**config.mk**
```make
export PLATFORM = sky130hd
export DESIGN_NAME = tccw_ctrl
export DESIGN_NICKNAME = d
export VERILOG_FILES = /design/src/rtl/core/tccw_pkg.sv /design/src/rtl/core/tccw_ctrl.sv
export SDC_FILE = /design/constraint.sdc
export NUM_CORES = 1
export LEC_CHECK = 0
export BUFFER_PORTS_ARGS = -buffer_cell sky130_fd_sc_hd__buf_2
export CORE_AREA = 2 2 39 41
export CTS_CLUSTER_SIZE = 8
export DETAILED_ROUTE_END_ITERATION = 7
export DIE_AREA = 0 0 41 43
export PLACE_DENSITY = 0.83
export SLEW_MARGIN = 10
export SYNTH_ARGS = -nofsm -noshare
export SYNTH_HDL_FRONTEND = slang
export SYNTH_SLANG_ARGS = --single-unit
```
**constraint.sdc**
```tcl
create_clock -name clk -period 2 [get_ports clk]
set_clock_uncertainty 0.15 [all_clocks]
set_input_delay 0.3 -clock clk [delete_from_list [all_inputs] [get_ports clk]]
set_output_delay 0.3 -clock clk [all_outputs]
set_load 0.05 [all_outputs]
```
**src/rtl/core/tccw_pkg.sv**
```systemverilog
package tccw_pkg;

    localparam int COLUMNS_DEF = 80;
    localparam int ROWS_DEF    = 25;
    localparam int TAB_STEP    = 8;

    localparam int OP_W      = 2;
    localparam int CODE_W    = 8;
    localparam int IDX_W     = 11;
    localparam int OUT_COL_W = 7;
    localparam int OUT_ROW_W = 5;
    localparam int LOC_W     = 11;
    localparam int CELL_W    = 16;
    localparam int ATTR_W    = 8;
    localparam int CFG_IDX_W = 1;

    localparam logic [OP_W-1:0] OP_PUT   = 2'd0;
    localparam logic [OP_W-1:0] OP_CLEAR = 2'd1;
    localparam logic [OP_W-1:0] OP_READ  = 2'd2;

    localparam logic [CFG_IDX_W-1:0] REG_CHAR_ATTR  = 1'b0;
    localparam logic [CFG_IDX_W-1:0] REG_BLANK_ATTR = 1'b1;

    localparam logic [ATTR_W-1:0] CHAR_ATTR_RESET  = 8'h02;
    localparam logic [ATTR_W-1:0] BLANK_ATTR_RESET = 8'h0F;

    localparam logic [CODE_W-1:0] CH_BS      = 8'h08;
    localparam logic [CODE_W-1:0] CH_TAB     = 8'h09;
    localparam logic [CODE_W-1:0] CH_LF      = 8'h0A;
    localparam logic [CODE_W-1:0] CH_CR      = 8'h0D;
    localparam logic [CODE_W-1:0] BLANK_CODE = 8'h20;
    localparam logic [CODE_W-1:0] PRINT_LO   = 8'h20;
    localparam logic [CODE_W-1:0] PRINT_HI   = 8'h7F;

    localparam logic [CELL_W-1:0] RESET_BLANK = {BLANK_ATTR_RESET, BLANK_CODE};

    typedef struct packed {
        logic load;
        logic home;
        logic put;
        logic copy;
        logic fill;
        logic fill_init;
        logic read;
        logic load_out;
    } tccw_cmd_t;

    typedef struct packed {
        logic need_scroll;
        logic copy_last;
        logic fill_last;
    } tccw_status_t;

endpackage

```
**src/rtl/core/tccw_ctrl.sv**
```systemverilog
module tccw_ctrl
    import tccw_pkg::*;
(
    input  logic            clk,
    input  logic            rst_n,
    input  logic            in_valid,
    output logic            in_stall,
    input  logic [OP_W-1:0] op,
    output logic            out_valid,
    input  logic            out_stall,
    input  tccw_status_t    status,
    output tccw_cmd_t       cmd
);

    typedef enum logic [7:0] {
        ST_INIT  = 8'b0000_0001,
        ST_IDLE  = 8'b0000_0010,
        ST_PUT   = 8'b0000_0100,
        ST_COPY  = 8'b0000_1000,
        ST_DRAIN = 8'b0001_0000,
        ST_FILL  = 8'b0010_0000,
        ST_READ  = 8'b0100_0000,
        ST_DONE  = 8'b1000_0000
    } state_t;

    state_t state_reg;
    state_t state_next;
    logic   out_valid_reg;
    logic   out_free;

    assign in_stall  = (state_reg != ST_IDLE);
    assign out_valid = out_valid_reg;
    assign out_free  = !out_valid_reg || !out_stall;

    always_comb
    begin
        cmd        = '0;
        state_next = state_reg;
        unique case (state_reg)
            ST_INIT:
            begin
                cmd.fill      = 1'b1;
                cmd.fill_init = 1'b1;
                if (status.fill_last)
                begin
                    state_next = ST_IDLE;
                end
            end
            ST_IDLE:
            begin
                if (in_valid)
                begin
                    cmd.load = 1'b1;
                    unique case (op)
                        OP_PUT:   state_next = ST_PUT;
                        OP_CLEAR:
                        begin
                            cmd.home   = 1'b1;
                            state_next = ST_FILL;
                        end
                        OP_READ:  state_next = ST_READ;
                        default:  state_next = ST_DONE;
                    endcase
                end
            end
            ST_PUT:
            begin
                cmd.put    = 1'b1;
                state_next = status.need_scroll ? ST_COPY : ST_DONE;
            end
            ST_COPY:
            begin
                cmd.copy = 1'b1;
                if (status.copy_last)
                begin
                    state_next = ST_DRAIN;
                end
            end
            ST_DRAIN:
            begin
                state_next = ST_FILL;
            end
            ST_FILL:
            begin
                cmd.fill = 1'b1;
                if (status.fill_last)
                begin
                    state_next = ST_DONE;
                end
            end
            ST_READ:
            begin
                cmd.read   = 1'b1;
                state_next = ST_DONE;
            end
            ST_DONE:
            begin
                if (out_free)
                begin
                    cmd.load_out = 1'b1;
                    state_next   = ST_IDLE;
                end
            end
            default:
            begin
                state_next = ST_INIT;
            end
        endcase
    end

    always_ff @(posedge clk or negedge rst_n)
    begin
        if (!rst_n)
        begin
            state_reg     <= ST_INIT;
            out_valid_reg <= 1'b0;
        end
        else
        begin
            state_reg <= state_next;
            if (cmd.load_out)
            begin
                out_valid_reg <= 1'b1;
            end
            else if (!out_stall)
            begin
                out_valid_reg <= 1'b0;
            end
        end
    end

    a_one_item: assert property (@(posedge clk) disable iff (!rst_n)
        in_valid && !in_stall |=> state_reg != ST_IDLE)
        else $error("second transfer taken while an item is in progress");

    a_result_shown: assert property (@(posedge clk) disable iff (!rst_n)
        cmd.load_out |=> out_valid_reg)
        else $error("result loaded but not presented");

    a_one_action: assert property (@(posedge clk) disable iff (!rst_n)
        $onehot0({cmd.load, cmd.put, cmd.copy, cmd.fill, cmd.read, cmd.load_out}))
        else $error("conflicting datapath commands");

    a_drain_after_copy: assert property (@(posedge clk) disable iff (!rst_n)
        state_reg == ST_DRAIN |-> $past(state_reg) == ST_COPY)
        else $error("drain entered without a copy sweep");

endmodule

```
---- Yosys cells after proc, flatten, opt, wreduce, memory -nomap -nowiden ----
Cells that the tools add are included.
word-level totals
  flip-flop bits (word level) ............. 9
  input port bits ......................... 9
  output and inout port bits .............. 10
  word-level logic and storage cells ...... 45
cells by class
  eq/ne operators ......................... 17
  muxes and demuxes ....................... 20
  reduce and logical (&&, ||, !) cells .... 6
operator list
  kind                                                                     number
  8-bit case mux with 8 select lines                                       1
  8-bit two-way mux                                                        6
  8-bit case mux with 3 select lines                                       1
  1-bit two-way mux                                                        10
  2-bit inequality test, second input constant                             5
  8-bit by 1-bit == test with 1-bit output, second input constant          1
  8-bit by 2-bit == test with 1-bit output, second input constant          1
  8-bit by 3-bit == test with 1-bit output, second input constant          1
  8-bit by 4-bit == test with 1-bit output, second input constant          1
  8-bit by 5-bit == test with 1-bit output, second input constant          1
  8-bit by 6-bit == test with 1-bit output, second input constant          1
  8-bit by 7-bit == test with 1-bit output, second input constant          1
  8-bit == test, second input constant                                     1
  8-bit by 2-bit inequality test with 1-bit output, second input constant  1
  5-bit AND reduction                                                      1
  2-bit two-way mux                                                        2
  2-bit by 1-bit == test with 1-bit output, second input constant          1
  2-bit == test, second input constant                                     1
  1-bit zero test                                                          2
  2-bit zero test                                                          1
  2-bit by 1-bit inequality test with 1-bit output, second input constant  1
  2-bit OR reduction                                                       1
  1-bit logical OR                                                         1

---- Logic depth before layout (Yosys ltp) ----
Gate-level depths: netlist (run 1).
  word-level depth ........................ 5
  gate-level depth with buffers ........... 5

---- Worst setup path after synthesis (run 1) ----
OpenSTA, ideal clock, no wires.
  path type ............................... register to output
  start point ............................. register state_reg[5]
  end point ............................... output port cmd[6] in the netlist's numbering
  data arrival time ....................... 1.748 ns
  data required time ...................... 1.550 ns
  slack ................................... -0.198 ns
  stages on the path, launching flop included .. 4
  buffers on the path ..................... 0
  cell sequence ........................... dfrtp_1 > nor4_4 > nand4_1 > nor3b_2
RTL lines
  item                    RTL line          source
  start, declared         tccw_ctrl.sv:26   state_t state_reg;
  start signal, assigned  tccw_ctrl.sv:120  state_reg <= state_next;
  end, declared           tccw_ctrl.sv:12   output tccw_cmd_t cmd

==> flow_summary.toml, run 1 <==
[sta]
fmax_ghz = 0.4744
slew_violations = 0
min_period_ns = 2.108
max_slew_margin_pct = 78.74
fin_setup_tns_ns = -0.2571
worst_slew_pin_slew_ns = 0.3182
rsz0062_at_grt = "yes"
setup_ws_ns = -0.1077
fin_crit_sh_pct = 105.4
finalSetupViolCount = 4
hold_viol = 0

[yosys]
ys_ff_latch = 9
syn_nets = 72
synth_area_per_cell_um2 = 9.314
synth_ff_type = "dfrtp_1"
syn-cell-area_um2 = 586.8
yosysWarnings = 0
netlist_instances = 63
synth_cell_types = 31
yosys.area.top_type = "dfrtp_1"
synth.top_cell.area_share_pct = 34.12
async_reset_ff_share_pct = 100.0
synth_area_leaders = "dfrtp_1, dfstp_2, nand4b_1"
synth-seq-area-share_pct = 38.59
synth_edf_count = 0

[run]
cap_violations = 0

[worst_setup_path]
r2r_end = "state_reg[1]"
critPathKind = "reg -> out"
r2r_cells = 7
crit_path_start = "state_reg[1]"
r2r_slack_ns = 0.09
arrival_ns = 1.66
crit_fanout = 4
critPathCapture = "cmd[6]"
required_ns = 1.55
regToRegStartpoint = "state_reg[6]"
start_kind = "flop"
endpoint_kind = "primary output"

[floorplan]
placementRows = 14
dieArea_mm2 = 0.001763
coreArea_mm2 = 0.001384
io_pins = 19
initial_core_util_pct = 42.41
die_y_um = 43
die_w_um = 41

[detailed_routing]
ant_nets = 0
met1_length_um = 630
vias_per_cell = 5.456
highest_layer = "met4"
drtIter0Drc = 26
dr_wl_met2_um = 856
wirelength_mm = 1.611
vias = 622
wl_per_cell_um = 14.13
wl_met3_um = 83
dr.pass1.iters = 4
drc_errors = 0

[clock_network]
path_clk_slew_ns = 0.06
root_buffer = "clkbuf_4"
clk_path_buf_depth = 2
worst_skew_pair.late_latency_ns = 0.27
cts_buffers = 3
clock-sinks = 9
h-tree-depth = 1
cts_tree = "done"

[power]
ir_drop_v = 0.0005153
combinationalPowerShare_pct = 60.0
power.internal_uw = 537.9
p_sw_share_pct = 45.72
power.net_switching_uw = 453.2
pwr-share-seq_pct = 25.5
leakagePower_nw = 0.4501
clockPowerShare_pct = 14.5
power_density_mw_per_mm2 = 1094

[global_route]
grt_max_degree = 10
grt_first_pass_wirelength_mm = 2.415
gr-total-overflow = 0
track_usage_pct = 20.75
grt_pass1_vias = 580
antenna_found_initial = 0

[min_path]
hold_class = "in -> reg"
whs_path_depth = 2

[finish]
final_core_util_pct = 65.46
drive_gt1_share_pct = 45.92
areaGrowthSynthToFinish_pct = 54.37
layout.nets = 108
stdcell_count = 114
largest_reg_flops = 8
final_cell_mix = "buf_4, buf_2, dfrtp_1"
antenna_cells = 0
final_common_cell = "buf_4"

[run_status]
status = "finished with violations"
failed_checks = "negative setup slack"

[place]
dp_cells = 102
portBuffers = 18
place_worst_setup_slack_ns = 0.05684
dp_hpwl_mm = 1.138
routabilityCongestion = 0.8102
## synthesized netlist by cell type (2+ instances only)
library cell	number
and2b_1	3
nor2_1	5
dfrtp_1	8
nand2_1	3
o21ai_0	3
nor3_1	2
a21oi_1	2
inv_1	6
nand4b_1	3
nand4_1	4
nor2b_1	3
o22ai_1	2
## power groups by stage
stage          clock (mW)  sequential (mW)  combinational (mW)
2_1_floorplan           0            0.255               0.350
3_3_place_gp            0            0.255               0.496
3_5_place_dp            0            0.256               0.498
4_1_cts             0.149            0.252               0.544
5_1_grt             0.158            0.257               0.629
6_report            0.143            0.253               0.594
## through the flow
| stage | hold slack [ns] | area (um^2) | power (mW) |
|---|---|---|---|
| 2_1_floorplan | -0.1456 | 593.1 | 0.6054 |
| 3_3_place_gp | 0.01473 | 740.7 | 0.7506 |
| 3_5_place_dp | 0.01610 | 740.7 | 0.7545 |
| 4_1_cts | 0.07698 | 849.6 | 0.9451 |
| 5_1_grt | 0.09316 | 905.9 | 1.044 |
| 6_report | 0.07644 | 905.9 | 0.9911 |
## layer usage
metal | vias to the layer above | track usage [%]
li1 | 304 | -
met1 | 286 | 26.17
met2 | 27 | 31.56
met3 | 5 | 3.665
met4 | 0 | 12.00
met5 | - | 0
## critical path, cell delays in order (launching register included)
cell	delay [ns]
dfrtp_1	0.39
nor2b_1	0.32
nand4_1	0.23
nor3b_4	0.25
buf_6	0.19
## logic make-up after synthesis
family | Yosys count | synth area share [%]
simple gates | 34 | 40.09
buf+inv | 6 | 3.838
flops | 9 | 38.59
xor+xnor | 1 | 1.493
compound gates | 13 | 15.99
## cell type report
cell class	instances	area (um^2)
repair buffers	31	247.7
inverters	6	22.52
multi-input cells	48	361.6
clock buffers	4	26.28
well taps	16	20.02
flip-flops and latches	9	227.7
fillers	115	478.0
## worst min-delay path by stage
stage / from / end / slack, ns
5_1_grt: op[0] / state_reg[2] / 0.09
3_5_place_dp: rst_n / state_reg[1] / 0.02
3_3_place_gp: rst_n / state_reg[3] / 0.01
6_report: op[0] / state_reg[2] / 0.08
2_1_floorplan: rst_n / out_valid / -0.15
4_1_cts: op[0] / state_reg[2] / 0.08
## timing repair
action                                 in CTS  in global routing
hold buffers                                1                  0
setup endpoints to repair                   6                  8
resized for setup                          13                 13
endpoints found under the hold margin       9                  0
pin swaps                                   2                  1
setup buffers                               5                  2
No activity file was read; power rests on OpenSTA's default activity.
==> run 2, diff against run 1 <==
- CELL_PAD_IN_SITES_DETAIL_PLACEMENT: not set -> 2
- CELL_PAD_IN_SITES_GLOBAL_PLACEMENT: not set -> 2
- CORE_AREA: 2 2 39 41 -> not set
- CORE_UTILIZATION: not set -> 28
- DIE_AREA: 0 0 41 43 -> not set
- PLACE_DENSITY: 0.83 -> 0.88
==> flow_summary.toml, run 2 (synthesis gave the netlist of run 1 again) <==
[run]
cap_violations = 0

[worst_setup_path]
crit_path_top_delay_cell = "dfrtp_1"
start_kind = "flop"
critPathKind = "reg -> out"
cpPeakStageDelay_ns = 0.43
crit_chain = "nor2b_2 -> nand4_1 -> nor3b_4 -> buf_6"
required_ns = 1.55
endpoint_kind = "primary output"
arrival_ns = 1.69
crit_fanout = 4
r2r_cells = 6

[clock_network]
worst_skew_pair.late_latency_ns = 0.27
root_buffer = "clkbuf_4"
path_clk_slew_ns = 0.07
h-tree-depth = 1
cts_tree = "done"
cts_buffers = 3
clk_path_buf_depth = 2
clock-sinks = 9

[global_route]
grt_pass1_vias = 681
grt_first_pass_wirelength_mm = 3.429
grt_max_degree = 10
antenna_found_initial = 0
track_usage_pct = 23.11
gr-total-overflow = 0

[sta]
fin_crit_sh_pct = 107.2
fmax_ghz = 0.4665
max_slew_margin_pct = 79.74
rsz0062_at_grt = "yes"
worst_slew_pin_slew_ns = 0.3039
hold_viol = 0
setup_ws_ns = -0.1439
slew_violations = 0
finalSetupViolCount = 7
timing.hold.ws_ns = 0.08415
min_period_ns = 2.144

[finish]
final_core_util_pct = 48.09
final_common_cell = "buf_4"
final_cell_mix = "buf_4, buf_2, dfrtp_1, clkbuf_4, buf_6"
fill_cells = 223
largest_reg_flops = 8
antenna_cells = 0
drive_gt1_share_pct = 49.49
multi_input_area_um2 = 380.4
regArea_um2 = 226.5
layout.nets = 109
areaGrowthSynthToFinish_pct = 60.77

[min_path]
hold_class = "in -> reg"
whs_path_depth = 2

[place]
place_worst_setup_slack_ns = -0.01926
routabilityCongestion = 0.7973
dp_hpwl_mm = 1.528
portBuffers = 18

[floorplan]
io_pins = 19
coreArea_mm2 = 0.001962
dieArea_mm2 = 0.002283
die_w_um = 47.78
die_y_um = 47.78
initial_core_util_pct = 29.91
placementRows = 16

[detailed_routing]
wl_per_cell_um = 18.66
drtIter0Drc = 2
dr.pass1.iters = 4
ant_nets = 0
vias_per_cell = 5.230
drc_errors = 0
wirelength_mm = 2.351
vias = 659

[power]
leakagePower_nw = 0.4550
ir_drop_v = 0.0005064
power_density_mw_per_mm2 = 1143
p_total_mw = 1.078

[run_status]
status = "finished with violations"
failed_checks = "negative setup slack"
[run 2: final timing paths]
path	start	slack, ns	to
max reg2reg	state_reg[6]	0.06	state_reg[7]
min reg2reg	state_reg[2]	0.61	state_reg[1]
max in group asynchronous	rst_n	1.19	state_reg[0]
min in group asynchronous	rst_n	0.26	state_reg[6]
min	op[0]	0.08	state_reg[6]
max	state_reg[1]	-0.14	cmd[6]
[run 2: report_power, final]
part	internal (mW)	total (mW)	switching, mW
Clock	0.0773	0.150	0.0725
Sequential	0.219	0.266	0.0473
Combinational	0.261	0.662	0.401
Total	0.557	1.08	0.521
[run 2: cell type report]
type,count,area share [%]
clock buffers,4,2.785
flip-flops and latches,9,24.01
multi-input cells,48,40.32
repair buffers,32,26.92
well taps,27,3.581
inverters,6,2.387
[run 2: worst max-delay path: cells and delay by family (launching register included)]
kind,cells,cell delay [ns]
buffers and inverters,1,0.19
and+or+nand+nor,3,0.80
DFF,1,0.43
[run 2: metal layers]
layer,vias to the layer above,global-route usage (%),wire [um]
met3,8,2.642,44
met1,328,27.44,955
li1,305,-,-
met4,0,12.22,72
met5,-,0,0
met2,18,40.54,1279
[run 2: repair_timing]
| item | 4_1_cts | 5_1_grt |
|---|---|---|
| endpoints found under the setup margin | 7 | 10 |
| hold buffers | 1 | 0 |
| gates resized for setup | 17 | 11 |
| pin swaps | 3 | 5 |
| endpoints found under the hold margin | 9 | 0 |
| setup buffers | 3 | 6 |
[run 2: stage by stage]
step / TNS (ns) / instances / cell area, um^2
floorplan: -0.03138 / 63 / 593.1
global placement: 0 / 113 / 754.5
detailed placement: -0.01926 / 113 / 754.5
CTS: -0.4097 / 121 / 860.8
global route: -0.9614 / 126 / 943.4
finish: -0.3983 / 126 / 943.4
==> run 3, diff against run 2 <==
--- a/config.mk
+++ b/config.mk
@@ -7,4 +7,5 @@
 export LEC_CHECK = 0
 export BUFFER_PORTS_ARGS = -buffer_cell sky130_fd_sc_hd__buf_2
+export CAP_MARGIN = 20
 export CELL_PAD_IN_SITES_DETAIL_PLACEMENT = 2
 export CELL_PAD_IN_SITES_GLOBAL_PLACEMENT = 2
==> constraint.sdc (replaced) <==
create_clock -name clk -period 2 [get_ports clk]
set_clock_uncertainty 0.15 [all_clocks]
set_input_delay 0.3 -clock clk [delete_from_list [all_inputs] [get_ports clk]]
set_output_delay 0.3 -clock clk [all_outputs]
set_load 0.01 [all_outputs]
==> flow_summary.toml, run 3 (synthesis gave the netlist of run 1 again) <==
[floorplan]
coreArea_mm2 = 0.001962
dieArea_mm2 = 0.002283
die_w_um = 47.78
die_y_um = 47.78
placementRows = 16
io_pins = 19
initial_core_util_pct = 29.91

[worst_setup_path]
start_kind = "flop"
endpoint_kind = "primary output"
required_ns = 1.55
r2r_cells = 6
regToRegStartpoint = "state_reg[4]"
r2r_end = "state_reg[7]"
crit_path_top_delay_cell = "dfrtp_2"
critPathKind = "reg -> out"
r2r_slack_ns = 0.04
arrival_ns = 1.70
cpPeakStageDelay_ns = 0.44
crit_fanout = 3
crit_chain = "nor4_4 -> nand4_1 -> nor3b_2 -> buf_2"

[global_route]
grt_first_pass_wirelength_mm = 3.864
grt_pass1_vias = 719
track_usage_pct = 26.24
grt_max_degree = 10
antenna_found_initial = 0
gr-total-overflow = 0

[detailed_routing]
wirelength_mm = 2.815
wl_per_cell_um = 21.65
dr.pass1.iters = 5
ant_nets = 0
drc_errors = 0
vias_per_cell = 5.338
drtIter0Drc = 15
vias = 694

[sta]
max_slew_margin_pct = 78.62
rsz0062_at_grt = "yes"
min_period_ns = 2.148
hold_viol = 0
fin_setup_tns_ns = -0.2517
slew_violations = 0
finalSetupViolCount = 3
setup_ws_ns = -0.1482
fmax_ghz = 0.4655
fin_crit_sh_pct = 107.4
worst_slew_pin_slew_ns = 0.3201

[min_path]
whs_path_depth = 2
hold_class = "in -> reg"
hold_start = "op[0]"
min_to = "state_reg[2]"

[clock_network]
clk_path_buf_depth = 2
path_clk_slew_ns = 0.08
cts_tree = "done"
cts_buffers = 3
h-tree-depth = 1
clock-sinks = 9
root_buffer = "clkbuf_4"
worst_skew_pair.late_latency_ns = 0.28

[power]
ir_drop_v = 0.0004763
leakagePower_nw = 0.4654
power_density_mw_per_mm2 = 994.0

[place]
post_dp_cell_area_um2 = 740.7
portBuffers = 18
dp_hpwl_mm = 1.583
dp_cells = 112
routabilityCongestion = 0.7648

[run]
cap_violations = 0

[finish]
layout.nets = 113
stdcell_count = 130
antenna_cells = 0
areaGrowthSynthToFinish_pct = 56.93
final_cell_mix = "buf_2, buf_4, dfrtp_1, inv_1"
fin_area_um2 = 920.9
drive_gt1_share_pct = 50.49
largest_reg_flops = 8
final_common_cell = "buf_2"

[run_status]
failed_checks = "negative setup slack"
status = "finished with violations"
run 3: changes by cell type in the layout (fill, tap and decap cells not counted), sizes merged:
cell / previous run / this run
buf: 29 / 35
clkbuf: 6 / 4
run 3: metrics by stage:
stage / setup slack [ns] / hold slack, ns / total power [mW] / utilization, %
detailed placement: 0.09775 / 0.01912 / 0.6323 / 37.76
global placement: 0.1750 / 0.01384 / 0.6149 / 37.76
global route: -0.2396 / 0.1048 / 0.9593 / 46.94
floorplan: 0.2446 / -0.1456 / 0.4694 / -
CTS: -0.1205 / 0.08293 / 0.8300 / 44.58
finish: -0.1482 / 0.1080 / 0.9153 / 46.94
run 3: how the worst max path moves through the flow:
stage / cells after the start / startpoint / to
finish: 4 / state_reg[4] / cmd[6]
global route: 4 / state_reg[5] / cmd[6]
CTS: 4 / state_reg[5] / cmd[6]
detailed placement: 5 / state_reg[5] / state_reg[1]
global placement: 5 / state_reg[5] / state_reg[1]
floorplan: 3 / state_reg[5] / cmd[6]
run 3: report_power, final:
group | leakage (nW) | switching (mW) | internal, mW | total [mW]
clock network | 0.0150 | 0.0812 | 0.0774 | 0.159
logic | 0.333 | 0.266 | 0.234 | 0.500
registers | 0.117 | 0.0380 | 0.219 | 0.257
total | 0.465 | 0.385 | 0.530 | 0.915
run 3: area by class of cell:
cell class | instances | area [um^2]
tap | 27 | 33.78
timing repair buffer | 36 | 247.7
clock buffer | 4 | 26.28
multi-input combinational | 48 | 361.6
inverter | 6 | 22.52
sequential | 9 | 229.0
fill | 232 | 1041
run 3: worst max-delay path, delay by kind of cell (launching register included):
family | cells | cell delay [ns]
buffers and inverters | 1 | 0.18
and+or+nand+nor | 3 | 0.80
DFF | 1 | 0.44
run 3: per-layer routing:
metal	GRT usage (%)	vias to the layer above	wire length (um)
met5	0	-	0
met4	8.889	0	66
met3	4.906	11	68
met2	48.38	24	1562
met1	30.02	346	1117
li1	-	313	-
run 3: repair_timing:
action	in CTS	in global routing
hold endpoints to repair	9	0
endpoints found under the setup margin	6	11
pin swaps	2	7
resized for setup	6	7
hold buffers	1	0
setup buffers	10	5
gates cloned	0	0
